===== config.mk =====
export PLATFORM = sky130hd
export DESIGN_NAME = spm_dly
export DESIGN_NICKNAME = d
export VERILOG_FILES = /design/src/spm_dly.sv
export SDC_FILE = /design/constraint.sdc
export NUM_CORES = 1
export LEC_CHECK = 0
export BUFFER_PORTS_ARGS = -buffer_cell sky130_fd_sc_hd__buf_2
export CAP_MARGIN = 20
export CELL_PAD_IN_SITES_DETAIL_PLACEMENT = 1
export CELL_PAD_IN_SITES_GLOBAL_PLACEMENT = 2
export CORE_AREA = 5 5 113 72
export DETAILED_ROUTE_END_ITERATION = 6
export DIE_AREA = 0 0 118 77
export HOLD_SLACK_MARGIN = 0.12
export PLACE_DENSITY_LB_ADDON = 0.08
export SLEW_MARGIN = 10
export SYNTH_ARGS = -nofsm -noshare
export SYNTH_HDL_FRONTEND = slang
export SYNTH_SLANG_ARGS = --single-unit

===== constraint.sdc =====
create_clock -name clk -period 0.8 [get_ports clk]
set_input_delay 0.16 -clock clk [delete_from_list [all_inputs] [get_ports clk]]
set_output_delay 0.16 -clock clk [all_outputs]
set_load 0.005 [all_outputs]

===== src/spm_dly.sv =====
// Fixed-length delay line for aligning operands in the pipeline.
// Depends on nothing.
module spm_dly #(
  parameter int WIDTH = 32,
  parameter int DEPTH = 4
) (
  input  logic             clk,
  input  logic [WIDTH-1:0] d,
  output logic [WIDTH-1:0] q
);

  logic [WIDTH-1:0] taps [DEPTH];

  always_ff @(posedge clk) begin
    taps[0] <= d;
    for (int i = 1; i < DEPTH; i++) taps[i] <= taps[i-1];
  end

  assign q = taps[DEPTH-1];

endmodule


Word-level counts from Yosys, hierarchy flattened
Memories as Yosys holds them, arrays and structs flattened.
Cells that the tools add are included.
{ "word_totals": {"elab_cells": 1, "out_inout_bits": 32, "latchBits": 0, "rom_bits": 0, "n_memories": 1, "ramBits": 128, "ff_bits": 0} }
{ "memory_table": {"columns": ["memory", "words", "word_bits", "read_ports", "rd_ports_with_merged_regs", "wr", "line_no", "text"], "rows": [
  ["taps", 4, 32, 4, 0, 4, "12", "logic [WIDTH-1:0] taps [DEPTH];"]
]} }
{ "op_classes": {"mul": 0, "magnitude_cmp": 0, "addsub": 0, "n_div": 0, "shifts": 0, "muxes": 0, "n_bitwise": 0, "eq_ne": 0, "n_reduce_logical": 0} }

Depth between registers and ports, before layout
{ "depth": {"word_depth": 0, "mapped_depth": 0, "depth_no_buf": 0} }

Worst setup path before layout
Ideal clock, no wire load.
{ "synth_timing": {"path_type": "register -> output", "start": "memory taps[3][0]", "end": "output port q[0]", "path_slack_ps": 342, "n_path_buf": 0, "arrival_time_ps": 298, "stages_incl_launch_ff": 1, "cell_sequence": "dfxtp_1"} }
{ "synth_lines": {"columns": ["element", "line_no", "text"], "rows": [
  ["from (decl)", "12", null],
  ["to (decl)", "9", "output logic [WIDTH-1:0] q"]
]} }

==> run metrics <==
status complete, but fails checks; failing checks setup timing; setup repair after global routing missed its margin true; post-route minimum period 987 ps; registers with the highest flip-flop counts taps: 128 flops; flip-flop count of the largest register after layout 128; number of nets with antenna violations after routing 0; origin of the worst min-delay path taps[0][19]$_DFF_P_; worst IR drop on VDD 0.00209 V; number of standard cells after synthesis 128; Die H 77 µm; power spent charging and discharging nets 2.57 mW; share of synthesized cell area in and, or, nand and nor gates 0; H-tree depth 4; first drt pass iteration count 3; required time of the critical path 640 ps; post-placement cell count 283; maximum fanout along the worst path 1; initial antenna violation count 0; Pint 11.8 mW; setup_tns -5340 ps; clock buffer count from CTS 17; cell row count 24; grt total ovfl 0; starting density of the core 0.365; first-pass GRT wire length 6550 µm; number of synthesized register bits 128; number of global-route vias before repair 1,362; register name with the most flops taps; Max Transition Viols Final 0; wire length after detailed routing 4080 µm; total number of clock tree sinks 128; comb_multi_in 0; combinational share of power 0.022; category of cells accounting for the largest share of critical-path delay flip-flops; clock latency on the worst-skew pair 400 ps; clk_skew 10.3 ps; Placed Instance Area 3000 µm²; routed vias 1,281; crit start category flip-flop; # IOs 65; cell count of the worst reg-to-reg path 0; Non-Filler Instances 346; transition at the pin with the smallest max-transition slack 176 ps; Hold Path End taps[1][19]$_DFF_P_; count of different cell masters after synthesis 1; combined area of all synthesized cells 2560 µm²; share of power burned in the clock network 0.505; placed wire-length estimate after detailed placement 2380 µm; area overhead of the layout relative to synthesis 54.1%; horizontal extent of the die 118 µm; endpoint of the worst register-to-register path taps[2][30]$_DFF_P_; worst hold slack 316 ps; clock-pin slew on the worst setup and hold paths 50 ps; number of buffer cells added on primary ports 64; xor/xnor share of the synthesized area 0; max-slew headroom at the worst pin 0.883; weighted congestion reported at the end of routability-driven placement 0.703; global router's overall resource usage 0.103; TritonCTS clock tree yes; switching share of power 0.179; fraction of final layout cells with drive strength greater than 1 0.396; post-detailed-route wirelength per cell 11.8 µm; Initial DRC Count 41; Worst Path Arrival 830 ps; number of buffer and inverter stages on the critical path 1; Total Power 14.4 mW; area of the multi-input gates 0 µm²; finished layout cell area 3950 µm²; adder and majority gate portion of the synthesized area 0; highest attainable clock frequency 1.01 GHz; synthesized-area fraction occupied by ao, oa, aoi and oai cells 0; core region area 7030 µm²; critical-path cell list buf_6; number of antenna diodes 0; sequential-to-total area share from yosys stat 1.00; final hold violation count 0; # DRC 0; WP depth 1; drt via density 3.70; mean instance size in the synthesized netlist 20.0 µm²; die area 9090 µm²; Hold WC Path Type flip-flop to flip-flop; minimum setup slack among reg-to-reg paths 380 ps; static leakage 1.77 nW; total power divided by cell area 3650 nW/µm²; crit share post-route 1.23; final worst slack -187 ps; endpoint kind of the worst setup timing path primary output; cell count of the worst hold path 0; cell chosen for the clock root sky130_fd_sc_hd__clkbuf_16; final setup violation count 32; slowest cell delay on critical path 320 ps; cell type of the slowest stage on the worst timing path sky130_fd_sc_hd__dfxtp_2; mux contribution to synthesized area 0; largest buffer count on any clock path 2; worst r2r src taps[1][30]$_DFF_P_; power share of the sequential group 0.473; Net count, final 276; max-cap violation count 0; largest net degree at the start of global routing 17; worst setup path class flip-flop to primary output; post-synth net total 161; synth warn 0
power by group through the flow:
stage / registers [mW] / clock network (mW) / logic (mW)
floorplan: 6.92 / 0 / 0
detailed placement: 6.94 / 0 / 0.176
finish: 6.82 / 7.28 / 0.315
CTS: 6.82 / 7.48 / 0.303
global placement: 6.92 / 0 / 0.173
global route: 6.85 / 7.82 / 0.345
final cells by class:
cell class / instances / area, µm²
clock buffer: 25 / 495
clock inverter: 6 / 80.1
fill: 667 / 3080
sequential: 128 / 2570
tap: 91 / 114
timing repair buffer: 96 / 684
cell families (layout without fill, tap and decap cells):
group,after synthesis,in the layout
flip-flops,128,128
buffers and inverters,0,127
routing by layer:
layer  global-route usage  vias up  share of wire
li1                     -      628              -
met1               0.0927      597           0.38
met2                0.159       47           0.51
met3               0.0676        9          0.085
met4               0.0893        0          0.020
met5                    0        -              0
metrics by stage:
step | util | setup WS [ps]
final | 0.562 | -187
after global routing | 0.562 | -227
after CTS | 0.555 | -205
after detailed placement | 0.426 | 229
after global placement | 0.426 | 242
after floorplan | - | 342
cells in the final DEF, fill, tap and decap left out:
cell                            synthesis  layout
sky130_fd_sc_hd__dfxtp_2                0      10
sky130_fd_sc_hd__clkbuf_8               0       4
sky130_fd_sc_hd__clkbuf_16              0      17
sky130_fd_sc_hd__buf_6                  0       7
sky130_fd_sc_hd__dfxtp_1              128     118
sky130_fd_sc_hd__dlygate4sd3_1          0      32
sky130_fd_sc_hd__bufinv_16              0       2
sky130_fd_sc_hd__buf_2                  0      57
sky130_fd_sc_hd__clkbuf_1               0       4
sky130_fd_sc_hd__clkinv_2               0       4
Yosys cell counts:
| cell | number | area, µm² |
|---|---|---|
| sky130_fd_sc_hd__dfxtp_1 | 128 | 2560 |
repair_timing:
item,4_1_cts,5_1_grt
hold buffers,32,0
buffers inserted,0,0
resized for setup,2,15
endpoints found under the setup margin,32,32
hold endpoints to repair,32,0
worst max-delay path by stage:
stage	from	to	slack, ps
after global placement	taps[3][6]$_DFF_P_	q[6]	240
after CTS	taps[3][6]$_DFF_P_	q[6]	-200
after detailed placement	taps[3][23]$_DFF_P_	q[23]	230
after global routing	taps[3][12]$_DFF_P_	q[12]	-230
after floorplan	taps[3][0]$_DFF_P_	q[0]	340
final	taps[3][12]$_DFF_P_	q[12]	-190
No activity file was read; power rests on OpenSTA's default activity.
