<file path="src/spm_pkg.sv">
// Shared types, constants and float helpers for the softened point-mass unit.
// Used by every module under src except spm_dly; no dependencies of its own.
package spm_pkg;

  typedef struct packed {
    logic               sgn;
    logic signed [11:0] e;     // biased exponent after normalization
    logic [23:0]        m;     // mantissa, leading one at bit 23 unless zero
    logic               zero;
    logic               inf;
    logic               nan;
  } fp_unp_t;

  typedef struct packed {
    logic sgn;
    logic nan;
    logic inf;
    logic zero;
  } fp_flag_t;

  localparam logic [31:0] CANON_NAN = 32'h7FC0_0000;
  localparam logic [31:0] F_HALF    = 32'h3F00_0000;
  localparam logic [31:0] F_THREE   = 32'h4040_0000;
  localparam logic [31:0] F_FIVE    = 32'h40A0_0000;
  localparam logic [31:0] F_SEVEN   = 32'h40E0_0000;

  localparam logic [1:0] REG_MASS   = 2'd0;
  localparam logic [1:0] REG_RADIUS = 2'd1;
  localparam logic [1:0] REG_KERNEL = 2'd2;

  localparam logic [1:0] KORD_PLAIN = 2'd0;
  localparam logic [1:0] KORD_ONE   = 2'd1;
  localparam logic [1:0] KORD_TWO   = 2'd2;
  localparam logic [1:0] KORD_THREE = 2'd3;

  function automatic logic [4:0] lzc24(input logic [23:0] v);
    logic [4:0] n;
    n = 5'd24;
    for (int i = 0; i < 24; i++) begin
      if (v[i]) n = 5'(23 - i);
    end
    return n;
  endfunction

  function automatic logic [4:0] lzc27(input logic [26:0] v);
    logic [4:0] n;
    n = 5'd27;
    for (int i = 0; i < 27; i++) begin
      if (v[i]) n = 5'(26 - i);
    end
    return n;
  endfunction

  function automatic fp_unp_t fp_unpack(input logic [31:0] b);
    fp_unp_t    u;
    logic [4:0] lz;
    u.sgn  = b[31];
    u.nan  = (b[30:23] == 8'hFF) && (b[22:0] != 23'd0);
    u.inf  = (b[30:23] == 8'hFF) && (b[22:0] == 23'd0);
    u.zero = (b[30:0] == 31'd0);
    lz     = lzc24({1'b0, b[22:0]});
    if (b[30:23] != 8'd0) begin
      u.m = {1'b1, b[22:0]};
      u.e = $signed({4'd0, b[30:23]});
    end else begin
      u.m = {1'b0, b[22:0]} << lz;
      u.e = 12'sd1 - $signed({7'd0, lz});
    end
    return u;
  endfunction

  // sig: leading one at bit 26, bits [2:0] are guard, round and sticky.
  function automatic logic [31:0] fp_round(input logic s, input logic signed [11:0] e,
                                           input logic [26:0] sig);
    logic [63:0]        wide;
    logic [26:0]        sg;
    logic [7:0]         ef;
    logic signed [11:0] shv;
    logic [4:0]         sh;
    logic               inc;
    logic [30:0]        mag;
    sg = sig;
    ef = 8'd0;
    if (e >= 12'sd255) return {s, 8'hFF, 23'd0};
    if (e <= 12'sd0) begin
      shv  = 12'sd1 - e;
      sh   = (shv > 12'sd31) ? 5'd31 : shv[4:0];
      wide = {sig, 37'd0} >> sh;
      sg   = {wide[63:38], wide[37] | (|wide[36:0])};
    end else begin
      ef = e[7:0];
    end
    inc = sg[2] & (sg[1] | sg[0] | sg[3]);
    mag = {ef, sg[25:3]} + {30'd0, inc};
    return {s, mag};
  endfunction

  function automatic logic [31:0] fp_canon(input logic [31:0] b);
    if ((b[30:23] == 8'hFF) && (b[22:0] != 23'd0)) return CANON_NAN;
    return b;
  endfunction

endpackage

</file>
<file path="src/spm_fmul.sv">
// Single-precision multiplier, four stages, round to nearest even.
// Depends on spm_pkg.
module spm_fmul (
  input  logic        clk,
  input  logic [31:0] a,
  input  logic [31:0] b,
  output logic [31:0] y
);

  spm_pkg::fp_unp_t   ua, ub;
  logic [47:0]        prod;
  logic signed [11:0] e2, e3;
  spm_pkg::fp_flag_t  f2, f3;
  logic [26:0]        sig3;

  always_ff @(posedge clk) begin
    ua <= spm_pkg::fp_unpack(a);
    ub <= spm_pkg::fp_unpack(b);

    prod    <= ua.m * ub.m;
    e2      <= ua.e + ub.e - 12'sd127;
    f2.sgn  <= ua.sgn ^ ub.sgn;
    f2.nan  <= ua.nan | ub.nan | (ua.inf & ub.zero) | (ua.zero & ub.inf);
    f2.inf  <= ua.inf | ub.inf;
    f2.zero <= ua.zero | ub.zero;

    f3 <= f2;
    if (prod[47]) begin
      sig3 <= {prod[47:22], prod[21] | (|prod[20:0])};
      e3   <= e2 + 12'sd1;
    end else begin
      sig3 <= {prod[46:21], prod[20] | (|prod[19:0])};
      e3   <= e2;
    end

    if (f3.nan)       y <= spm_pkg::CANON_NAN;
    else if (f3.inf)  y <= {f3.sgn, 8'hFF, 23'd0};
    else if (f3.zero) y <= {f3.sgn, 31'd0};
    else              y <= spm_pkg::fp_round(f3.sgn, e3, sig3);
  end

endmodule

</file>
<file path="config.mk">
export PLATFORM = sky130hd
export DESIGN_NAME = spm_fmul
export DESIGN_NICKNAME = d
export VERILOG_FILES = /design/src/spm_pkg.sv /design/src/spm_fmul.sv
export SDC_FILE = /design/constraint.sdc
export NUM_CORES = 2
export LEC_CHECK = 0
export ABC_AREA = 1
export BUFFER_PORTS_ARGS = -buffer_cell sky130_fd_sc_hd__buf_4
export CAP_MARGIN = 0
export CORE_ASPECT_RATIO = 1.25
export CORE_UTILIZATION = 40
export DETAILED_ROUTE_END_ITERATION = 10
export GPL_TIMING_DRIVEN = 0
export HOLD_SLACK_MARGIN = 0.02
export PLACE_DENSITY = 0.55
export SETUP_SLACK_MARGIN = 0.3
export SYNTH_ARGS = -nofsm -noshare
export SYNTH_HDL_FRONTEND = slang
export SYNTH_SLANG_ARGS = --single-unit
</file>
<file path="constraint.sdc">
create_clock -name clk -period 7.9 [get_ports clk]
set_clock_uncertainty 0.2 [all_clocks]
set_input_delay 0.79 -clock clk [delete_from_list [all_inputs] [get_ports clk]]
set_output_delay 0.79 -clock clk [all_outputs]
set_load 0.01 [all_outputs]
</file>
# Word level (Yosys, flattened, before mapping)

Index checks and enable logic that the tools add are counted.

Add/sub/neg operators: 7
Multiply operators: 1
Magnitude comparators: 3
Eq/ne operators: 2
Shift operators: 3
Muxes and demuxes: 69
Bitwise logic cells: 14
Reductions and logical operators: 17

Operators by type and width:

| operator              | number |
|---|---|
| $mux 5                | 45 |
| $mux 32               | 6 |
| $mux 26               | 6 |
| $shr 64x5->63         | 1 |
| $logic_not 31->1      | 2 |
| $mul 24x24->48        | 1 |
| $shl 23x5->24         | 2 |
| $logic_not 23->1      | 2 |
| $reduce_bool 23->1    | 2 |
| $mux 8                | 5 |
| $reduce_or 37->1      | 1 |
| $add 31x1->31         | 1 |
| $reduce_or 21->1      | 1 |
| $reduce_or 20->1      | 1 |
| $eq 8x8->1 const B    | 2 |
| $reduce_bool 8->1     | 2 |
| $add 12x2->12 const B | 1 |
| $ge 12x9->1 const B   | 1 |
| $gt 12x6->1 const B   | 1 |
| $le 12x1->1 const B   | 1 |
| $mux 12               | 1 |
| $sub 1x5->6 const A   | 2 |
| $sub 12x8->12 const B | 1 |
| $sub 2x12->12 const A | 1 |
| other kinds (9)       | 27 |

Flip-flop bits (word level): 213
Input bits: 65
Output and inout port bits: 32
Logic and storage cells: 148

# Logic depth before layout (Yosys ltp)

Word-level depth: 25
Gate-level depth with buffers: 33
Depth with buffers taken out: 32

# Worst setup path after synthesis

OpenSTA, ideal clock, no wires.

Path kind: register to register
Start point: reg ub[6] (netlist bit)
End point: reg prod[47]
Setup time: 0.072 ns
Data arrival time: 6.513 ns
Required time: 7.628 ns
Slack: 1.115 ns
Cell stages (with the launch flop): 30
Period minus slack after synthesis: 6.785 ns
Cells stage by stage: dfxtp_1 clkbuf_1 nand2_1 fa_1 inv_1 fa_1 inv_1 fa_1 inv_1 fa_1 inv_1 fa_1 inv_1 fa_1 inv_1 fa_1 inv_1 ha_1 a21oi_1 inv_1 a31oi_1 o21ai_0 a21boi_0 o21ai_0 a21boi_0 inv_1 nand2_1 o211ai_1 a21oi_1 xor2_1

Word-level cells in the longest chain between the ends: 1

RTL lines:

| item                   | RTL line       | source |
|---|---|---|
| from (decl)            | spm_fmul.sv:10 | `spm_pkg::fp_unp_t ua, ub;` |
| from (signal assigned) | spm_fmul.sv:18 | `ub <= spm_pkg::fp_unpack(b);` |
| $mul 24x24->48         | spm_fmul.sv:20 | `prod <= ua.m * ub.m;` |
| to (signal assigned)   | spm_fmul.sv:20 |  |
| to (decl)              | spm_fmul.sv:11 | `logic [47:0] prod;` |

Every way passes these cells.
A chain may end at the register's enable or synchronous reset.

# Worst setup path after layout

Start point: reg ua[4] (netlist bit)
End point: reg prod[44]

Word-level cells in the longest chain between the ends: 1

RTL lines:

| item                   | RTL line       | source |
|---|---|---|
| from (decl)            | spm_fmul.sv:10 |  |
| from (signal assigned) | spm_fmul.sv:17 | `ua <= spm_pkg::fp_unpack(a);` |
| $mul 24x24->48         | spm_fmul.sv:20 |  |

Every way passes these cells.

==> results.txt <==
The initial antenna violation count is 2, and the global-route wire length before repair is 171.6 mm. The clock passes through at most 3 buffers. The number of slew-limit violations in the final report came out at 0.

For the worst setup path, the data required time is 8130 ps. The commonest cells after synthesis are nand2_1, inv_1, fa_1. In the final routed layout, each cell accounts on average for 20.26 um. Startpoint of the lowest-slack register-to-register path: ua[4]$_DFF_P_.

The filler cells instantiated in the layout total 8166. The final clock period utilization by the worst path works out to 92.67%. Count of synthesis-stage warnings from yosys: 0. Summing the sequential cell areas from Yosys gives 13.62% of the chip area. In the synthesized netlist the dominant register cell turns out to be dfxtp_1. Count of TritonRoute iterations in the first routing pass: 8. Layout overhead on the synthesized area: 10.32%. Flip-flop and latch count after synthesis: 213. The post-route netlist has 7.655% of its cells at a drive strength greater than 1. For the via count of the first global-routing pass, the log shows 28780. After synthesis, the share of flip-flops with an asynchronous set or reset is 0%.

For this run, the slowest stage of the critical path takes 560 ps. For the detailed router's first-iteration violation count, the log shows 1966. Number of buffer and inverter stages on the critical path: 5. The class of the worst hold path is register to register. The tree is rooted in a clkbuf_16. The initialized floorplan defines 114 standard-cell rows.

For the pin with the worst max-slew slack, the measured transition is 838.9 ps. Endpoint of the worst hold path: f3[0]$_DFF_P_. Setup violations remaining at the end of the flow were counted as 0. Summed over all layers, the global routing overflow is 0.

The largest delay contributor family on the critical path is adder cells. The core region is 77450 um^2. The number of antenna diodes in the final layout is 0. Slack of the critical path: 579.3 ps. The run finished with clean final reports. Among all stages on the critical path, the largest delay is contributed by dfxtp_1. The tools report the CTS sink count as 213. Largest driver fanout on the critical path: 10. The run gives 0.9793 as the routability congestion estimate from global placement. For the total half-perimeter wirelength after legalization and detailed placement, the log shows 93.48 mm.

Most repeated cell in the gate-level netlist after synthesis: nand2_1. The deepest level of the CTS H-tree was 1. The mean instance size in the synthesized netlist is 7.146 um^2. The number of hold buffers added after CTS was 0. The cell count of the worst hold path works out to 0. TritonCTS built the clock tree. For the area enclosed by the die boundary, the log shows 79380 um^2. The startpoint of the most critical hold path was f2[0]$_DFF_P_. Max-cap violations in this run came to 0. The most frequent cell on the critical path was nand2_1. In this run, synthesis inferred 0 flip-flops with an integrated enable.

The endpoint identified for the worst register-to-register timing path is prod[44]$_DFF_P_. The overall via count from detail_route was 28390. The number of endpoints with negative hold slack in the final report came out at 0. The run gives 31300 um^2 as the combined area of all synthesized cells. In this run the register-to-register setup slack is 580 ps.

Buffers placed on the I/O ports in this run total 96. The routed design could run at a clock period as short as 7321 ps. The tools report the clock buffer count from CTS as 24. After synthesis, the cell types taking the most area are fa_1, nand2_1, dfxtp_1, inv_1, ha_1.

In this run the vertical extent of the chip is 314.8 um. For this run, design rule violations remaining after detail routing come to 0. The final-layout worst hold slack is 125.3 ps, and the net count after synthesis is 5117. The worst setup path is of the register to register kind. For the worst-skew pair, the clock arrives at the later sink with an insertion delay of 550 ps. After detailed routing, the number of vias per cell comes to 5.102.

The initial utilization of the core area, before any placement, comes to 40.41%. The worst register-to-register path has a depth of 29. Post-CTS timing repair inserted 0 buffers for setup.

The clock-pin slew on the worst setup and hold paths is 60 ps. For the worst setup path, the data arrival time is 7550 ps. The total length of routed wires was 112.7 mm; the fmax was 0.1366 GHz. Yosys mapped the design onto 56 distinct sky130hd cell types. Setup repair after global routing left no endpoint under its margin. Across every metal layer, demand over resource in global routing totals 28.84%. Of all cell types, the one taking the most synthesized area is fa_1. The worst slew margin relative to its limit is 43.56%. At the end of the flow, the number of nets in the layout was 5239.

The logs give -594.0 ps for the pre-CTS worst setup slack and 15 for the largest net degree at the start of global routing. After technology mapping, the gate count stands at 4380. Share of the synthesized area in the top cell type: 30.89%. STA classifies the critical path endpoint as a register. The worst setup path is launched from a register.

The die is 252.2 um wide. The detail route stage leaves a number of antenna-violating nets equal to 0. Pin placement for this block handled 97 I/O pins.
## state kept, by name (all words and copies together), names as in the netlist
name,count
e2,12
e3,12
f2,4
f3,4
prod,48
sig3,27
ua,37
ub,37
y,32
## stage by stage
stage / util [%] / cell area [um^2] / TNS (ps) / cells
2_1_floorplan: - / 31300 / 0 / 4380
3_3_place_gp: 43.03 / 33330 / -4366 / 5520
3_5_place_dp: 43.03 / 33330 / -4600 / 5520
4_1_cts: 44.24 / 34270 / 0 / 5564
5_1_grt: 44.59 / 34530 / 0 / 5564
6_report: 44.59 / 34530 / 0 / 5564
## layout make-up
type	count	area [um^2]	area share [%]
multi-input combinational	2941	22370	64.77
sequential	213	4340	12.57
inverter	1055	3964	11.48
tap	1044	1306	3.783
buffer	171	1047	3.033
timing repair buffer	96	720.7	2.087
clock buffer	29	649.4	1.881
clock inverter	15	136.4	0.3949
## layer usage
metal  vias up  global-route usage, %  part of all wire, %  wire length [um]
met2      1090                  49.39                   48             53720
met4         2                  17.19                  7.0              7894
met3       308                  3.228                  5.9              6637
li1      13370                      -                    -                 -
met1     13620                  34.87                   39             44460
met5         -                      0                0.017                19
## worst max path at each step
stage          slack, ps  depth (start not counted)            from          endpoint
2_1_floorplan       1120                         29   ub[6]$_DFF_P_  prod[47]$_DFF_P_
3_3_place_gp        -620                         29  ua[18]$_DFF_P_  prod[47]$_DFF_P_
3_5_place_dp        -590                         29  ua[18]$_DFF_P_  prod[47]$_DFF_P_
4_1_cts              300                         25  ua[15]$_DFF_P_  prod[46]$_DFF_P_
5_1_grt              300                         31  ua[23]$_DFF_P_  prod[44]$_DFF_P_
6_report             580                         29   ua[4]$_DFF_P_  prod[44]$_DFF_P_
## logic make-up after synthesis
family / share of synthesized area, %
flip-flops: 13.62
AND/OR/NAND/NOR: 25.79
multiplexers: 0.03198
XOR/XNOR: 2.071
AO/OA/AOI/OAI: 5.081
buffers and inverters: 14.95
adder cells (fa/ha/maj): 38.45
## cells in the final DEF, fill, tap and decap left out, drive strengths merged, types with 9 or more instances in the layout
cell type / n
nand2: 1246
o21a: 9
a31oi: 10
buf: 173
xnor2: 26
xor2: 48
ha: 189
o22ai: 17
nand4: 43
nor4: 18
o21ai: 94
a21oi: 112
nand3: 413
clkbuf: 123
nor3: 16
fa: 483
clkinv: 11
dfxtp: 213
inv: 1051
nor2: 164
## what timing repair did
action / CTS / global route
endpoints found under the setup margin: 19 / 12
gates cloned: 0 / 0
resized for setup: 105 / 220
Power is not shown: default switching activity piles up to over one toggle a cycle in this logic, so the estimate is an artifact.
