### src/spm_pkg.sv
// Shared types, constants and float helpers for the softened point-mass unit.
// Used by every module under src except spm_dly; no dependencies of its own.
package spm_pkg;

  typedef struct packed {
    logic               sgn;
    logic signed [11:0] e;     // biased exponent after normalization
    logic [23:0]        m;     // mantissa, leading one at bit 23 unless zero
    logic               zero;
    logic               inf;
    logic               nan;
  } fp_unp_t;

  typedef struct packed {
    logic sgn;
    logic nan;
    logic inf;
    logic zero;
  } fp_flag_t;

  localparam logic [31:0] CANON_NAN = 32'h7FC0_0000;
  localparam logic [31:0] F_HALF    = 32'h3F00_0000;
  localparam logic [31:0] F_THREE   = 32'h4040_0000;
  localparam logic [31:0] F_FIVE    = 32'h40A0_0000;
  localparam logic [31:0] F_SEVEN   = 32'h40E0_0000;

  localparam logic [1:0] REG_MASS   = 2'd0;
  localparam logic [1:0] REG_RADIUS = 2'd1;
  localparam logic [1:0] REG_KERNEL = 2'd2;

  localparam logic [1:0] KORD_PLAIN = 2'd0;
  localparam logic [1:0] KORD_ONE   = 2'd1;
  localparam logic [1:0] KORD_TWO   = 2'd2;
  localparam logic [1:0] KORD_THREE = 2'd3;

  function automatic logic [4:0] lzc24(input logic [23:0] v);
    logic [4:0] n;
    n = 5'd24;
    for (int i = 0; i < 24; i++) begin
      if (v[i]) n = 5'(23 - i);
    end
    return n;
  endfunction

  function automatic logic [4:0] lzc27(input logic [26:0] v);
    logic [4:0] n;
    n = 5'd27;
    for (int i = 0; i < 27; i++) begin
      if (v[i]) n = 5'(26 - i);
    end
    return n;
  endfunction

  function automatic fp_unp_t fp_unpack(input logic [31:0] b);
    fp_unp_t    u;
    logic [4:0] lz;
    u.sgn  = b[31];
    u.nan  = (b[30:23] == 8'hFF) && (b[22:0] != 23'd0);
    u.inf  = (b[30:23] == 8'hFF) && (b[22:0] == 23'd0);
    u.zero = (b[30:0] == 31'd0);
    lz     = lzc24({1'b0, b[22:0]});
    if (b[30:23] != 8'd0) begin
      u.m = {1'b1, b[22:0]};
      u.e = $signed({4'd0, b[30:23]});
    end else begin
      u.m = {1'b0, b[22:0]} << lz;
      u.e = 12'sd1 - $signed({7'd0, lz});
    end
    return u;
  endfunction

  // sig: leading one at bit 26, bits [2:0] are guard, round and sticky.
  function automatic logic [31:0] fp_round(input logic s, input logic signed [11:0] e,
                                           input logic [26:0] sig);
    logic [63:0]        wide;
    logic [26:0]        sg;
    logic [7:0]         ef;
    logic signed [11:0] shv;
    logic [4:0]         sh;
    logic               inc;
    logic [30:0]        mag;
    sg = sig;
    ef = 8'd0;
    if (e >= 12'sd255) return {s, 8'hFF, 23'd0};
    if (e <= 12'sd0) begin
      shv  = 12'sd1 - e;
      sh   = (shv > 12'sd31) ? 5'd31 : shv[4:0];
      wide = {sig, 37'd0} >> sh;
      sg   = {wide[63:38], wide[37] | (|wide[36:0])};
    end else begin
      ef = e[7:0];
    end
    inc = sg[2] & (sg[1] | sg[0] | sg[3]);
    mag = {ef, sg[25:3]} + {30'd0, inc};
    return {s, mag};
  endfunction

  function automatic logic [31:0] fp_canon(input logic [31:0] b);
    if ((b[30:23] == 8'hFF) && (b[22:0] != 23'd0)) return CANON_NAN;
    return b;
  endfunction

endpackage

### src/spm_fsqrt.sv
// Pipelined square root: one root digit per stage, then rounding.
// Depends on spm_pkg.
module spm_fsqrt (
  input  logic        clk,
  input  logic [31:0] a,
  output logic [31:0] y
);

  localparam int NSTEP = 27;

  spm_pkg::fp_unp_t   u;
  logic signed [11:0] ue, ueh;
  logic [24:0]        m2;

  logic [53:0]        rad_s  [NSTEP+1];
  logic [28:0]        rem_s  [NSTEP+1];
  logic [26:0]        root_s [NSTEP+1];
  logic signed [11:0] e_s    [NSTEP+1];
  spm_pkg::fp_flag_t  f_s    [NSTEP+1];
  logic               st;

  always_comb begin
    u   = spm_pkg::fp_unpack(a);
    ue  = u.e - 12'sd127;
    m2  = ue[0] ? {u.m, 1'b0} : {1'b0, u.m};
    ueh = (ue[0] ? (ue - 12'sd1) : ue) >>> 1;
  end

  always_ff @(posedge clk) begin
    rad_s[0]    <= {m2, 29'd0};
    rem_s[0]    <= 29'd0;
    root_s[0]   <= 27'd0;
    e_s[0]      <= ueh + 12'sd127;
    f_s[0].sgn  <= u.sgn;
    f_s[0].nan  <= u.nan | (u.sgn & ~u.zero);
    f_s[0].inf  <= u.inf;
    f_s[0].zero <= u.zero;
  end

  for (genvar i = 0; i < NSTEP; i++) begin : g_root
    logic [28:0] r4, trial;
    logic        ge;
    assign r4    = {rem_s[i][26:0], rad_s[i][53:52]};
    assign trial = {root_s[i], 2'b01};
    assign ge    = r4 >= trial;
    always_ff @(posedge clk) begin
      rad_s[i+1]  <= {rad_s[i][51:0], 2'b00};
      rem_s[i+1]  <= ge ? (r4 - trial) : r4;
      root_s[i+1] <= {root_s[i][25:0], ge};
      e_s[i+1]    <= e_s[i];
      f_s[i+1]    <= f_s[i];
    end
  end

  assign st = (rem_s[NSTEP] != 29'd0);

  always_ff @(posedge clk) begin
    if (f_s[NSTEP].nan)       y <= spm_pkg::CANON_NAN;
    else if (f_s[NSTEP].zero) y <= {f_s[NSTEP].sgn, 31'd0};
    else if (f_s[NSTEP].inf)  y <= {1'b0, 8'hFF, 23'd0};
    else
      y <= spm_pkg::fp_round(1'b0, e_s[NSTEP],
                             {root_s[NSTEP][26:1], root_s[NSTEP][0] | st});
  end

endmodule

### config.mk
export PLATFORM = sky130hd
export DESIGN_NAME = spm_fsqrt
export DESIGN_NICKNAME = d
export VERILOG_FILES = /design/src/spm_pkg.sv /design/src/spm_fsqrt.sv
export SDC_FILE = /design/constraint.sdc
export NUM_CORES = 2
export LEC_CHECK = 0
export BUFFER_PORTS_ARGS = -buffer_cell sky130_fd_sc_hd__buf_2
export CAP_MARGIN = 0
export CORE_MARGIN = 5
export CORE_UTILIZATION = 60
export CTS_CLUSTER_SIZE = 24
export DETAILED_ROUTE_END_ITERATION = 7
export MAX_ROUTING_LAYER = met4
export PLACE_DENSITY = 0.75
export SYNTH_ARGS = -nofsm -noshare
export SYNTH_HDL_FRONTEND = slang
export SYNTH_SLANG_ARGS = --single-unit
### constraint.sdc
create_clock -name clk -period 5.43 [get_ports clk]
set_input_delay 1.086 -clock clk [delete_from_list [all_inputs] [get_ports clk]]
set_output_delay 1.086 -clock clk [all_outputs]
set_load 0.01 [all_outputs]
Word-level counts from Yosys, hierarchy flattened
Memories as Yosys holds them, arrays and structs flattened.
Index checks and enable logic that the tools add are counted.
W data, S select, Z words.
{"block": "word_totals", "ff_bits": 32, "latch_bits": 0, "mem_bits_rw": 3472, "romBits": 0, "input_bits": 33, "out_inout_bits": 32, "memories": 5}
{"block": "op_classes", "add_sub_neg": 33, "mul": 0, "div": 0, "n_lt_le_gt_ge": 30, "eq_ne": 1, "shifts": 2, "n_mux": 72, "bitwise": 8, "reduce_logical": 9}
{"name": "rad_s", "depth": 28, "width": 52, "read_ports": 27, "rd_ports_with_merged_regs": 0, "write_ports": 28, "line_no": "spm_fsqrt.sv:15", "source": "logic [53:0] rad_s [NSTEP+1];"}
{"name": "rem_s", "depth": 28, "width": 29, "read_ports": 28, "rd_ports_with_merged_regs": 0, "write_ports": 28, "line_no": "spm_fsqrt.sv:16", "source": "logic [28:0] rem_s [NSTEP+1];"}
{"name": "root_s", "depth": 28, "width": 27, "read_ports": 28, "rd_ports_with_merged_regs": 0, "write_ports": 28, "line_no": "spm_fsqrt.sv:17", "source": "logic [26:0] root_s [NSTEP+1];"}
{"name": "e_s", "depth": 28, "width": 12, "read_ports": 28, "rd_ports_with_merged_regs": 0, "write_ports": 28, "line_no": "spm_fsqrt.sv:18", "source": "logic signed [11:0] e_s [NSTEP+1];"}
{"name": "f_s", "depth": 28, "width": 4, "read_ports": 28, "rd_ports_with_merged_regs": 0, "write_ports": 28, "line_no": "spm_fsqrt.sv:19", "source": "spm_pkg::fp_flag_t f_s [NSTEP+1];"}
{"cell": "$ge A29 B29 Y1", "n": 27}
{"cell": "$mux W29", "n": 27}
{"cell": "$sub A29 B29 Y29", "n": 27}
{"cell": "$mux W26", "n": 5}
{"cell": "$mux W32", "n": 4}
{"cell": "$mux W5", "n": 16}
{"cell": "$shr A64 B5 Y63", "n": 1}
{"cell": "$mux W8", "n": 5}
{"cell": "$reduce_or A37 Y1", "n": 1}
{"cell": "$mux W36", "n": 1}
{"cell": "$mux W4", "n": 8}
{"cell": "$add A31 B1 Y31", "n": 1}
{"cell": "$logic_not A31 Y1", "n": 1}
{"cell": "$reduce_bool A29 Y1", "n": 1}
{"cell": "$mux W25", "n": 1}
{"cell": "$shl A23 B5 Y24", "n": 1}
{"cell": "$logic_not A23 Y1", "n": 1}
{"cell": "$reduce_bool A23 Y1", "n": 1}
{"cell": "$add A11 B8 Y12 const B", "n": 1}
{"cell": "$ge A12 B9 Y1 const B", "n": 1}
{"cell": "$gt A12 B6 Y1 const B", "n": 1}
{"cell": "$le A12 B1 Y1 const B", "n": 1}
{"cell": "$mux W12", "n": 1}
{"cell": "$sub A12 B2 Y12 const B", "n": 1}
{"cell": "other kinds (11)", "n": 20}

Logic depth before layout (Yosys ltp)
{"block": "logic_depth", "word_depth": 29, "depth_mapped": 22, "mapped_depth_nobuf": 19}

Worst setup path before layout
Ideal clock, no wire load.
{"block": "synth_timing", "kind": "in2reg", "startpoint": "input a[1]", "endpoint": "memory e_s[0][5]", "setup_ps": 86, "arrival_time_ps": 4970, "required_time_ps": 5344, "slack_ps": 374, "path_stages": 18, "n_path_buf": 2, "cell_sequence": "clkbuf_1 nor2_1 o31ai_1 a211oi_1 o31a_1 nor3_1 clkinv_1 clkbuf_1 ha_1 xnor2_1 a21oi_1 inv_1 o2111ai_1 xor2_1 nand4bb_1 or2_2 mux2i_1 a211oi_1"}
{"element": "start: declaration", "line_no": "spm_fsqrt.sv:5", "source": "input logic [31:0] a,"}
{"element": "end: declaration", "line_no": "spm_fsqrt.sv:18"}

==> results.yml <==
cts:
  clkLatencyLatePin_ns: 0.78
  cts_buffers: 162
  ctsLongestPathBuffers: 3
  hold_buffers: 0
  cts_setup_buffers: 0
  cts.sinks: 1708
  cts_tree: "done"
  path_clk_slew_ns: 0.07
  root_buffer: "clkbuf_16"
  htree_levels: 4
  post_cts_resized: 0
die:
  core.rowCount: 121
  die_area_um2: 116000
  die_width_um: 340
  design.core.area_um2: 109000
  die_height_um: 340
  pin_count: 65
  initial_core_util_pct: 60.3
setup_path:
  worstSetupPathType: "register to register"
  end_kind: "register"
  reg2reg_to: "y[28]"
  r2r_start: "e_s[13][13]"
  crit_end: "y[28]"
  cp-startpoint: "e_s[13][13]"
  arrival_ns: 5.74
  reg2reg_depth: 18
  r2r_setup_slack_ns: 0.36
  critPathRequiredTime_ns: 6.11
  critPathLaunchType: "register"
  cp_max_fo: 13
synth:
  synth_top_cell_area_share_pct: 52.3
  yosys.area.top_type: "dfxtp_1"
  avgSynthCellArea_um2: 10.0
  synth_flop_cell: "dfxtp_1"
  synth_warnings: 0
  async_flop_share_pct: 0
  synthTopCellsByArea: "dfxtp_1, ha_1, xnor2_1"
  synth_edf_count: 0
  synth_common_cells: "dfxtp_1, inv_1, nor2_1, nand2_1, ha_1"
  syn_inst: 6523
  synth_most_common_cell: "dfxtp_1"
  ys_ff_latch: 1708
  synth.net_count: 6956
  synth.distinct_cells: 101
  ys_seq_area_share_pct: 52.3
  syn_area_um2: 65400
sta:
  slew_headroom_pct: 25.7
  finalSetupViolations: 0
  finalSetupTns_ns: 0
  tightest_slew_ns: 1.12
  finalCritPeriodShare_pct: 93.3
  min_period_ns: 5.07
  hold_viol_final: 0
  skew_ns: 0.0351
  rsz0062_at_grt: "false"
  clock.fmax_mhz: 197
  slew_viol_final: 0
finish:
  multi_input_area_um2: 28700
  regArea_um2: 34200
  syn2layout_area_growth_pct: 11.9
  insertedDiodeCount: 0
  nFillCells: 8156
  drive_gt1_share_pct: 8.85
  fin_nets: 7120
status:
  status: "finished clean"
grt:
  grt_pass1_wl_mm: 225
  antenna_found_initial: 0
  grt_overflow: 0
  grt.total_usage_pct: 24.1
  grt_pass1_vias: 45900
  grt_max_degree: 43
detailed_routing:
  vias_per_cell: 5.49
  drtIter0Drc: 2192
  drt-total-wl_mm: 137
  first_pass_iters: 6
  drtAntennaViolNets: 0
  post-route-drc-count: 0
  dr_total_vias: 45200
  wl_per_cell_um: 16.7
power_and_ir_drop:
  power_density_nw_per_um2: 477
  peakVddDrop_v: 0.000289
  leakagePower_nw: 33.9
  p_total_w: 0.0349
placed_design:
  hpwl_mm: 102
  place.gp.congestion: 0.902
  numPortBuffers: 64
job:
  maxCapViolations: 0
hold_path:
  hold_class: "register to register"
[power breakdown]
group	switching [W]	leakage (nW)	total (W)	internal [W]
combinational	0.00387	17.0	0.00719	0.00332
clock	0.00482	2.73	0.0115	0.00665
sequential	0.00147	14.2	0.0163	0.0148
[layer usage]
metal / track usage (%) / wire, µm
met3: 3.23 / 4730
met4: 8.19 / 4120
met2: 44.0 / 71400
met1: 27.2 / 57000
met5: - / 0
[layout by cell type (no fill, tap or decap), drive strengths merged, types with 34 or more instances in the layout]
master  instances
dfxtp        1708
inv           537
nor2          465
nand2         399
ha            385
a21oi         380
o21ai         325
xnor2         303
clkbuf        244
xor2          234
nor3          192
buf           142
mux2          112
nand3         106
nor4          100
a21o           96
mux2i          87
nand2b         83
or3            79
o21a           71
o21bai         60
o31ai          60
nor2b          46
and2           40
a211oi         37
clkinv         37
or2            36
and3           34
[critical path, cell delays in order (launching register included)]
cell and delay (ns):
dfxtp_1 0.30, inv_1 0.21, ha_1 0.29, or3b_4 0.43, and3_4 0.20, o22a_4 0.29, o31ai_4 0.67, buf_4 0.28
o221a_2 0.20, a22oi_1 0.15, and2_1 0.20, a211oi_1 0.19, ha_1 0.18, inv_1 0.06, nor2_1 0.20, nand4_2 0.31
nor3_1 0.41, a31oi_1 0.14, o31a_1 0.29
[cells by family after synthesis]
logic type / count (synthesis) / share of synthesized area (%)
multiplexers: 206 / 3.50
flip-flops: 1708 / 52.3
other: 1 / 0.00573
AO/OA/AOI/OAI: 1289 / 12.5
adder cells (fa/ha/maj): 400 / 7.82
AND/OR/NAND/NOR: 1702 / 12.7
XOR/XNOR: 537 / 7.19
buffers and inverters: 680 / 3.99
[flip-flops by register name, indices dropped and copies added (netlist names)]
name / count
root_s: 378
rem_s: 681
f_s: 112
y: 32
rad_s: 169
e_s: 336
[per-stage QoR]
stage          instance area [µm²]  hold WS [ns]  instances  setup WS (ns)  util, %
2_1_floorplan                65400         0.310       6523          0.374        -
3_3_place_gp                 67600         0.310       7937          0.428     62.3
3_5_place_dp                 67600         0.312       7937          0.414     62.3
4_1_cts                      73200         0.303       8230          0.393     67.5
5_1_grt                      73200         0.311       8230         0.0459     67.5
6_report                     73200         0.308       8230          0.361     67.5
[final cells by class]
cell class | instances | area share [%]
inverters | 538 | 2.76
multi-input cells | 4135 | 39.2
repair buffers | 142 | 1.25
clock inverters | 49 | 1.16
well taps | 1414 | 2.42
clock buffers | 244 | 6.53
flip-flops and latches | 1708 | 46.7
[how the worst min path moves through the flow]
stage	start	to	slack (ns)	cells past startpoint
final	e_s[7][2]	e_s[7][14]	0.31	0
after global routing	e_s[3][16]	e_s[4][4]	0.31	0
after CTS	e_s[7][2]	e_s[7][14]	0.30	0
after detailed placement	e_s[13][3]	e_s[13][15]	0.31	0
after global placement	e_s[7][1]	e_s[7][13]	0.31	0
after floorplan	e_s[0][0]	e_s[0][12]	0.31	0
No activity file was read; power rests on OpenSTA's default activity.
