## config.mk

```make
export PLATFORM = sky130hd
export DESIGN_NAME = spm_frcp
export DESIGN_NICKNAME = d
export VERILOG_FILES = /design/src/spm_pkg.sv /design/src/spm_frcp.sv
export SDC_FILE = /design/constraint.sdc
export NUM_CORES = 2
export LEC_CHECK = 0
export ABC_AREA = 1
export BUFFER_PORTS_ARGS = -buffer_cell sky130_fd_sc_hd__buf_4
export CAP_MARGIN = 20
export CORE_ASPECT_RATIO = 1.5
export CORE_MARGIN = 1
export CORE_UTILIZATION = 29
export CTS_CLUSTER_SIZE = 30
export DETAILED_ROUTE_END_ITERATION = 8
export GPL_ROUTABILITY_DRIVEN = 0
export SYNTH_ARGS = -nofsm -noshare
export SYNTH_HDL_FRONTEND = slang
export SYNTH_SLANG_ARGS = --single-unit
export TNS_END_PERCENT = 30
```

## constraint.sdc

```tcl
create_clock -name clk -period 5.6 [get_ports clk]
set_input_delay 1.12 -clock clk [delete_from_list [all_inputs] [get_ports clk]]
set_output_delay 1.12 -clock clk [all_outputs]
set_load 0.02 [all_outputs]
```

## src/spm_pkg.sv

```systemverilog
// Shared types, constants and float helpers for the softened point-mass unit.
// Used by every module under src except spm_dly; no dependencies of its own.
package spm_pkg;

  typedef struct packed {
    logic               sgn;
    logic signed [11:0] e;     // biased exponent after normalization
    logic [23:0]        m;     // mantissa, leading one at bit 23 unless zero
    logic               zero;
    logic               inf;
    logic               nan;
  } fp_unp_t;

  typedef struct packed {
    logic sgn;
    logic nan;
    logic inf;
    logic zero;
  } fp_flag_t;

  localparam logic [31:0] CANON_NAN = 32'h7FC0_0000;
  localparam logic [31:0] F_HALF    = 32'h3F00_0000;
  localparam logic [31:0] F_THREE   = 32'h4040_0000;
  localparam logic [31:0] F_FIVE    = 32'h40A0_0000;
  localparam logic [31:0] F_SEVEN   = 32'h40E0_0000;

  localparam logic [1:0] REG_MASS   = 2'd0;
  localparam logic [1:0] REG_RADIUS = 2'd1;
  localparam logic [1:0] REG_KERNEL = 2'd2;

  localparam logic [1:0] KORD_PLAIN = 2'd0;
  localparam logic [1:0] KORD_ONE   = 2'd1;
  localparam logic [1:0] KORD_TWO   = 2'd2;
  localparam logic [1:0] KORD_THREE = 2'd3;

  function automatic logic [4:0] lzc24(input logic [23:0] v);
    logic [4:0] n;
    n = 5'd24;
    for (int i = 0; i < 24; i++) begin
      if (v[i]) n = 5'(23 - i);
    end
    return n;
  endfunction

  function automatic logic [4:0] lzc27(input logic [26:0] v);
    logic [4:0] n;
    n = 5'd27;
    for (int i = 0; i < 27; i++) begin
      if (v[i]) n = 5'(26 - i);
    end
    return n;
  endfunction

  function automatic fp_unp_t fp_unpack(input logic [31:0] b);
    fp_unp_t    u;
    logic [4:0] lz;
    u.sgn  = b[31];
    u.nan  = (b[30:23] == 8'hFF) && (b[22:0] != 23'd0);
    u.inf  = (b[30:23] == 8'hFF) && (b[22:0] == 23'd0);
    u.zero = (b[30:0] == 31'd0);
    lz     = lzc24({1'b0, b[22:0]});
    if (b[30:23] != 8'd0) begin
      u.m = {1'b1, b[22:0]};
      u.e = $signed({4'd0, b[30:23]});
    end else begin
      u.m = {1'b0, b[22:0]} << lz;
      u.e = 12'sd1 - $signed({7'd0, lz});
    end
    return u;
  endfunction

  // sig: leading one at bit 26, bits [2:0] are guard, round and sticky.
  function automatic logic [31:0] fp_round(input logic s, input logic signed [11:0] e,
                                           input logic [26:0] sig);
    logic [63:0]        wide;
    logic [26:0]        sg;
    logic [7:0]         ef;
    logic signed [11:0] shv;
    logic [4:0]         sh;
    logic               inc;
    logic [30:0]        mag;
    sg = sig;
    ef = 8'd0;
    if (e >= 12'sd255) return {s, 8'hFF, 23'd0};
    if (e <= 12'sd0) begin
      shv  = 12'sd1 - e;
      sh   = (shv > 12'sd31) ? 5'd31 : shv[4:0];
      wide = {sig, 37'd0} >> sh;
      sg   = {wide[63:38], wide[37] | (|wide[36:0])};
    end else begin
      ef = e[7:0];
    end
    inc = sg[2] & (sg[1] | sg[0] | sg[3]);
    mag = {ef, sg[25:3]} + {30'd0, inc};
    return {s, mag};
  endfunction

  function automatic logic [31:0] fp_canon(input logic [31:0] b);
    if ((b[30:23] == 8'hFF) && (b[22:0] != 23'd0)) return CANON_NAN;
    return b;
  endfunction

endpackage

```

## src/spm_frcp.sv

```systemverilog
// Pipelined reciprocal: one restoring division step per stage, then rounding.
// Depends on spm_pkg.
module spm_frcp (
  input  logic        clk,
  input  logic [31:0] a,
  output logic [31:0] y
);

  localparam int NDIV = 28;

  spm_pkg::fp_unp_t   u;
  logic [24:0]        rem_s [NDIV+1];
  logic [27:0]        q_s   [NDIV+1];
  logic [23:0]        md_s  [NDIV+1];
  logic signed [11:0] e_s   [NDIV+1];
  spm_pkg::fp_flag_t  f_s   [NDIV+1];
  logic [27:0]        qf;
  logic               st;

  assign u = spm_pkg::fp_unpack(a);

  always_ff @(posedge clk) begin
    rem_s[0]    <= 25'h080_0000;
    q_s[0]      <= 28'd0;
    md_s[0]     <= u.m;
    e_s[0]      <= u.e;
    f_s[0].sgn  <= u.sgn;
    f_s[0].nan  <= u.nan;
    f_s[0].inf  <= u.inf;
    f_s[0].zero <= u.zero;
  end

  for (genvar i = 0; i < NDIV; i++) begin : g_div
    logic        ge;
    logic [24:0] df;
    assign ge = rem_s[i] >= {1'b0, md_s[i]};
    assign df = ge ? (rem_s[i] - {1'b0, md_s[i]}) : rem_s[i];
    always_ff @(posedge clk) begin
      rem_s[i+1] <= {df[23:0], 1'b0};
      q_s[i+1]   <= {q_s[i][26:0], ge};
      md_s[i+1]  <= md_s[i];
      e_s[i+1]   <= e_s[i];
      f_s[i+1]   <= f_s[i];
    end
  end

  assign qf = q_s[NDIV];
  assign st = (rem_s[NDIV] != 25'd0);

  always_ff @(posedge clk) begin
    if (f_s[NDIV].nan)       y <= spm_pkg::CANON_NAN;
    else if (f_s[NDIV].zero) y <= {f_s[NDIV].sgn, 8'hFF, 23'd0};
    else if (f_s[NDIV].inf)  y <= {f_s[NDIV].sgn, 31'd0};
    else if (qf[27])         // divisor mantissa exactly one
      y <= spm_pkg::fp_round(f_s[NDIV].sgn, 12'sd254 - e_s[NDIV],
                             {qf[27:2], qf[1] | qf[0] | st});
    else
      y <= spm_pkg::fp_round(f_s[NDIV].sgn, 12'sd253 - e_s[NDIV], {qf[26:1], qf[0] | st});
  end

endmodule

```

# Yosys cells after proc, flatten, opt, wreduce, memory -nomap -nowiden
# Memories as Yosys holds them, arrays and structs flattened.
# Index checks and enable logic that the tools add are counted.
# totals
mem_count	5
in_bits	33
register_bits	32
out_inout_bits	32
wordCells	198
mem_bits_rw	2668
# memory_table
name	words	width	rd	rd_clocked_by_memory_dff	wr	line_no	source
q_s	29	28	29	0	29	spm_frcp.sv:13	logic [27:0] q_s [NDIV+1];
md_s	29	24	28	0	29	spm_frcp.sv:14	logic [23:0] md_s [NDIV+1];
rem_s	29	24	29	0	29	spm_frcp.sv:12	logic [24:0] rem_s [NDIV+1];
e_s	29	12	29	0	29	spm_frcp.sv:15	logic signed [11:0] e_s [NDIV+1];
f_s	29	4	29	0	29	spm_frcp.sv:16	spm_pkg::fp_flag_t f_s [NDIV+1];
# op_classes
eq_ne	1
n_reduce_logical	11
n_bitwise	11
n_lt_le_gt_ge	34
shifts	3
mux	95
add_sub_neg	35
# ops
operator	count
25-bit by 24-bit >= comparator with 1-bit output	28
24-bit two-way mux	28
24-bit subtractor	28
26-bit two-way mux	12
32-bit two-way mux	7
64-bit by 5-bit right shift with 63-bit output	2
8-bit two-way mux	12
5-bit two-way mux	17
37-bit OR reduction	2
31-bit by 1-bit adder with 31-bit output	2
36-bit two-way mux	1
4-bit two-way mux	8
31-bit logical NOT	1
25-bit nonzero test	1
12-bit by 9-bit >= comparator with 1-bit output, second input constant	2
12-bit by 6-bit greater-than comparator with 1-bit output, second input constant	2
12-bit by 1-bit less-or-equal comparator with 1-bit output, second input constant	2
23-bit by 5-bit << shifter with 24-bit output	1
2-bit by 12-bit subtractor with 12-bit output, first input constant	2
9-bit by 12-bit subtractor with 12-bit output, first input constant	2
23-bit logical NOT	1
23-bit nonzero test	1
1-bit two-way mux	10
1-bit OR	9
other kinds (7)	9

# Logic depth before layout (Yosys ltp)
# depth
depth_word	25
ltp_mapped	33
ltp_nobuf	33

# Least setup slack after synthesis
# Ideal clock, no wire load.
# synth_path
path_kind	reg-to-reg
startpoint	mem e_s[28][0]
endpoint	reg y[24]
period_less_slack_ps	4096
stages_incl_launch_ff	31
t_arrival_ps	3966
path_buffers	5
t_required_ps	5470
slack_ps	1504
setup_ps	130
cell_sequence	dfxtp_1 > inv_2 > buf_1 > clkbuf_1 > ha_1 > buf_4 > nand4_1 > nor2_1 > nand2_1 > nand2_1 > nand2_1 > nand2_4 > buf_6 > buf_6 > nand3_1 > nand3_1 > nand3_1 > nand3_1 > nand3_1 > nand3_2 > nor2_4 > ha_1 > nand3_1 > nor2_1 > nand3_1 > nor2_4 > nand2_1 > nand2_1 > nand3_1 > nand2_1 > nand2_1
# synth_rtl
item	line_no	source
start: declaration	spm_frcp.sv:15	
end signal: assignment	spm_frcp.sv:51	if (f_s[NDIV].nan) y <= spm_pkg::CANON_NAN;
end signal: assignment	spm_frcp.sv:52	else if (f_s[NDIV].zero) y <= {f_s[NDIV].sgn, 8'hFF, 23'd0};
end signal: assignment	spm_frcp.sv:53	else if (f_s[NDIV].inf) y <= {f_s[NDIV].sgn, 31'd0};
end: declaration	spm_frcp.sv:6	output logic [31:0] y

==> impl_results.md <==
- Status: finished clean
- Synthesized-area fraction occupied by adder cells: 0.101
- Main synth FF type: dfxtp_1
- Final nets: 11000
- Die width: 450 um
- Final HPWL DP: 166000 um
- Filler cell count: 31100
- Design Area, Final: 0.0998 mm2
- Worst-Skew Late Latency: 0.85 ns
- CP arrival: 5.64 ns
- Post-synthesis compound-gate area fraction: 0.104
- Fmax: 205 MHz
- Vias per cell: 4.53
- CTS Buffer Depth: 3
- Hold Vio Cnt, Final: 0
- Avg Inst Size Synth: 8.57 um2
- Tcrit/Tclk final: 0.873
- Die extent in y: 674 um
- Top cells by area, synth: dfxtp_1 (50%), ha_1 (9.5%), a21oi_1 (7.4%)
- Clock sink count: 2159
- Clk root buf: clkbuf_16
- Largest family of logic cells by synthesized area: simple AND/OR/NAND/NOR gates
- Count leader, synth: dfxtp_1
- Critical-path maximum fanout: 15
- Post-synthesis sequential area ratio: 0.496
- Total track usage: 0.137
- Worst Tran Pin Value: 1.05 ns
- Power Density: 606 mW/mm2
- Area leader, netlist: dfxtp_1
- Die ar.: 0.303 mm2
- Setup Skew: 0.0428 ns
- Min Clock Period, post-route: 4.89 ns
- CTS H-tree lvls: 4
- Core box area: 0.299 mm2
- Synthesized area: 0.0872 mm2
- Vias in the first global route: 65300
- Grt total ovfl: 0
- Final WL: 212000 um
- First-pass GRT wire length: 331000 um
- Hold Crit Class: flip-flop to flip-flop
- R2R Path Start: e_s[28][1]
- Final Max Slew Viols: 0
- Port bufs: 64
- Asr flop ratio synth: 0
- Worst VDD drop: 0.355 mV
- Placed cell areas: 0.0922 mm2
- Ports: 65
- Largest net degree at the start of global routing: 49
- Row count: 246
- FF-to-FF setup slack: 0.71 ns
- Post-DRT Antenna Nets: 0
- Setup Buffers After CTS: 0
- Setup crit end kind: flip-flop
- #FFs+latches synth: 2159
- CTS Buf Count: 217
- R2R depth: 23
- Req. time, crit path: 6.35 ns
- Final setup violation count: 0
- Crit path launch type: flip-flop
- Post-CTS Hold Fix Bufs: 0
- Post-synth EDFFs: 0
- Leakage: 46.2 nW
- Clock-pin slew on the worst setup and hold paths: 0.07 ns
- Netlist cell types: 57
- Mux share of post-synthesis cell area: 0.000129
- Share of cells above drive strength 1: 0.0570
- Initial antenna violation count: 6
- Post-synth top cells: dfxtp_1 (2159), nand2_1 (1548), a21oi_1 (1286), inv_1 (1149), nor2_1 (998)
- Synth top area share: 0.496
- Net count after synthesis: 10900
- RR Endpoint: y[18]
- Routed wire per std cell: 14.7 um
- Cts repair resizes: 0
- Detailed Routing Iterations Pass 1: 7
- Ys Warns: 0
- Detailed-route via count: 65600
- CTS tree: done
- RSZ-0062 raised after global routing: false
- Post-synthesis cell count: 10200
- WHS Path Cells: 0
- Initial Util: 0.291
- Post-Synth Simple-Gate Area: 0.175
- Max-cap violation count: 0
- HP Start: f_s[27][0]
- Initial DRC Count: 3480
- Worst Hold End: f_s[28][0]
- Crit Path Category: flip-flop to flip-flop
- Slew HR: 0.298
- Number of remaining DRC errors: 0
- Setup TNS: 0 ns
- Xor/xnor share of the synthesized area: 0.0610
- P&R area growth vs syn: 14.5%
==> layout make-up <==
class,instances,area (um2),share of cell area
antenna,16,40.0,0.000401
clock buffer,309,6240,0.0625
clock inverter,98,1340,0.0134
inverter,1172,4400,0.0441
multi-input combinational,6621,38600,0.387
sequential,2159,43200,0.433
tap,3968,4960,0.0497
timing repair buffer,132,1020,0.0102
==> report_power, final <==
group          internal (mW)  leakage, nW  total [mW]  switching [mW]
registers               19.5         18.1        21.5            2.01
logic                   9.43         24.4        24.0            14.5
clock network           8.95         3.73        15.0            6.09
total                   37.9         46.2        60.5            22.6
==> cells in the final DEF, fill, tap and decap left out, drive strengths merged, types with 5 or more instances in the layout <==
master / Yosys / routed
a2111oi: 9 / 9
a211oi: 24 / 24
a21boi: 35 / 35
a21o: 6 / 6
a21oi: 1287 / 1287
a221oi: 6 / 6
and2: 5 / 5
and3: 6 / 6
buf: 127 / 132
bufinv: 0 / 25
clkbuf: 94 / 309
clkinv: 2 / 59
dfxtp: 2159 / 2159
diode: 0 / 16
fa: 27 / 27
ha: 664 / 664
inv: 1170 / 1182
nand2: 1572 / 1572
nand3: 778 / 778
nand3b: 18 / 18
nand4: 87 / 87
nor2: 1021 / 1021
nor3: 40 / 40
nor4: 40 / 40
nor4b: 9 / 9
o211ai: 21 / 21
o21ai: 281 / 281
o21bai: 18 / 18
o22ai: 7 / 7
o31ai: 18 / 18
or2: 10 / 10
xnor2: 401 / 401
xor2: 206 / 206
==> flip-flops by register name, indices dropped and copies added (netlist names) <==
name   count
md_s     672
rem_s    672
q_s      406
e_s      261
f_s      116
y         32
==> layer usage <==
layer | up-vias | routed length [um] | GRT usage
met5 | - | 0 | 0
li1 | 33600 | - | -
met2 | 1518 | 120000 | 0.284
met3 | 715 | 7880 | 0.0221
met4 | 0 | 16600 | 0.101
met1 | 29800 | 67600 | 0.113
==> metrics by stage <==
stage          setup slack (ns)  hold WS [ns]  cells  power, mW   util
2_1_floorplan              1.50         0.310  10200       39.6      -
3_3_place_gp              0.935         0.310  14100       45.4  0.308
3_5_place_dp              0.889         0.312  14100       45.7  0.308
4_1_cts                   0.851         0.308  14500       61.0  0.334
5_1_grt                   0.319         0.319  14500       64.9  0.334
6_report                  0.712         0.312  14500       60.5  0.334
==> critical path, cell delays in order (launching register included) <==
cell and delay [ns]:
dfxtp_1 0.54, ha_1 0.29, nand3_1 0.15, nor4_2 0.45
nand2_1 0.24, o21ai_2 0.14, nand2_4 0.17, nand2_4 0.23
buf_4 0.25, nand3_1 0.14, nand3_1 0.13, nand3_1 0.11
nand3_1 0.13, nand2_1 0.13, nor2_4 0.20, ha_1 0.26
nand3_1 0.14, nor2_1 0.19, inv_2 0.06, nor2_1 0.20
nand2_1 0.11, o21bai_1 0.14, nand3_1 0.17, a21oi_1 0.19
==> cell families (layout without fill, tap and decap cells) <==
| family | count (synthesis) | after routing |
|---|---|---|
| other | 0 | 16 |
| buffers and inverters | 1393 | 1711 |
| DFF | 2159 | 2159 |
| AOI/OAI and AO/OA | 1731 | 1731 |
| adders and majority gates | 691 | 691 |
| muxes | 1 | 1 |
| xor gates and xnor gates | 607 | 607 |
| and+or+nand+nor | 3591 | 3591 |
==> worst max path at each step <==
stage               endpoint  cells after the start  slack (ns)       start
finish                 y[18]                     23        0.71  e_s[28][1]
global route           y[26]                     30        0.32  e_s[28][1]
CTS                    y[18]                     23        0.85  e_s[28][1]
detailed placement     y[18]                     23        0.89  e_s[28][1]
global placement       y[26]                     27        0.93  e_s[28][1]
floorplan              y[24]                     30        1.50  e_s[28][0]
Note: power is estimated with default switching activity, not from simulation.
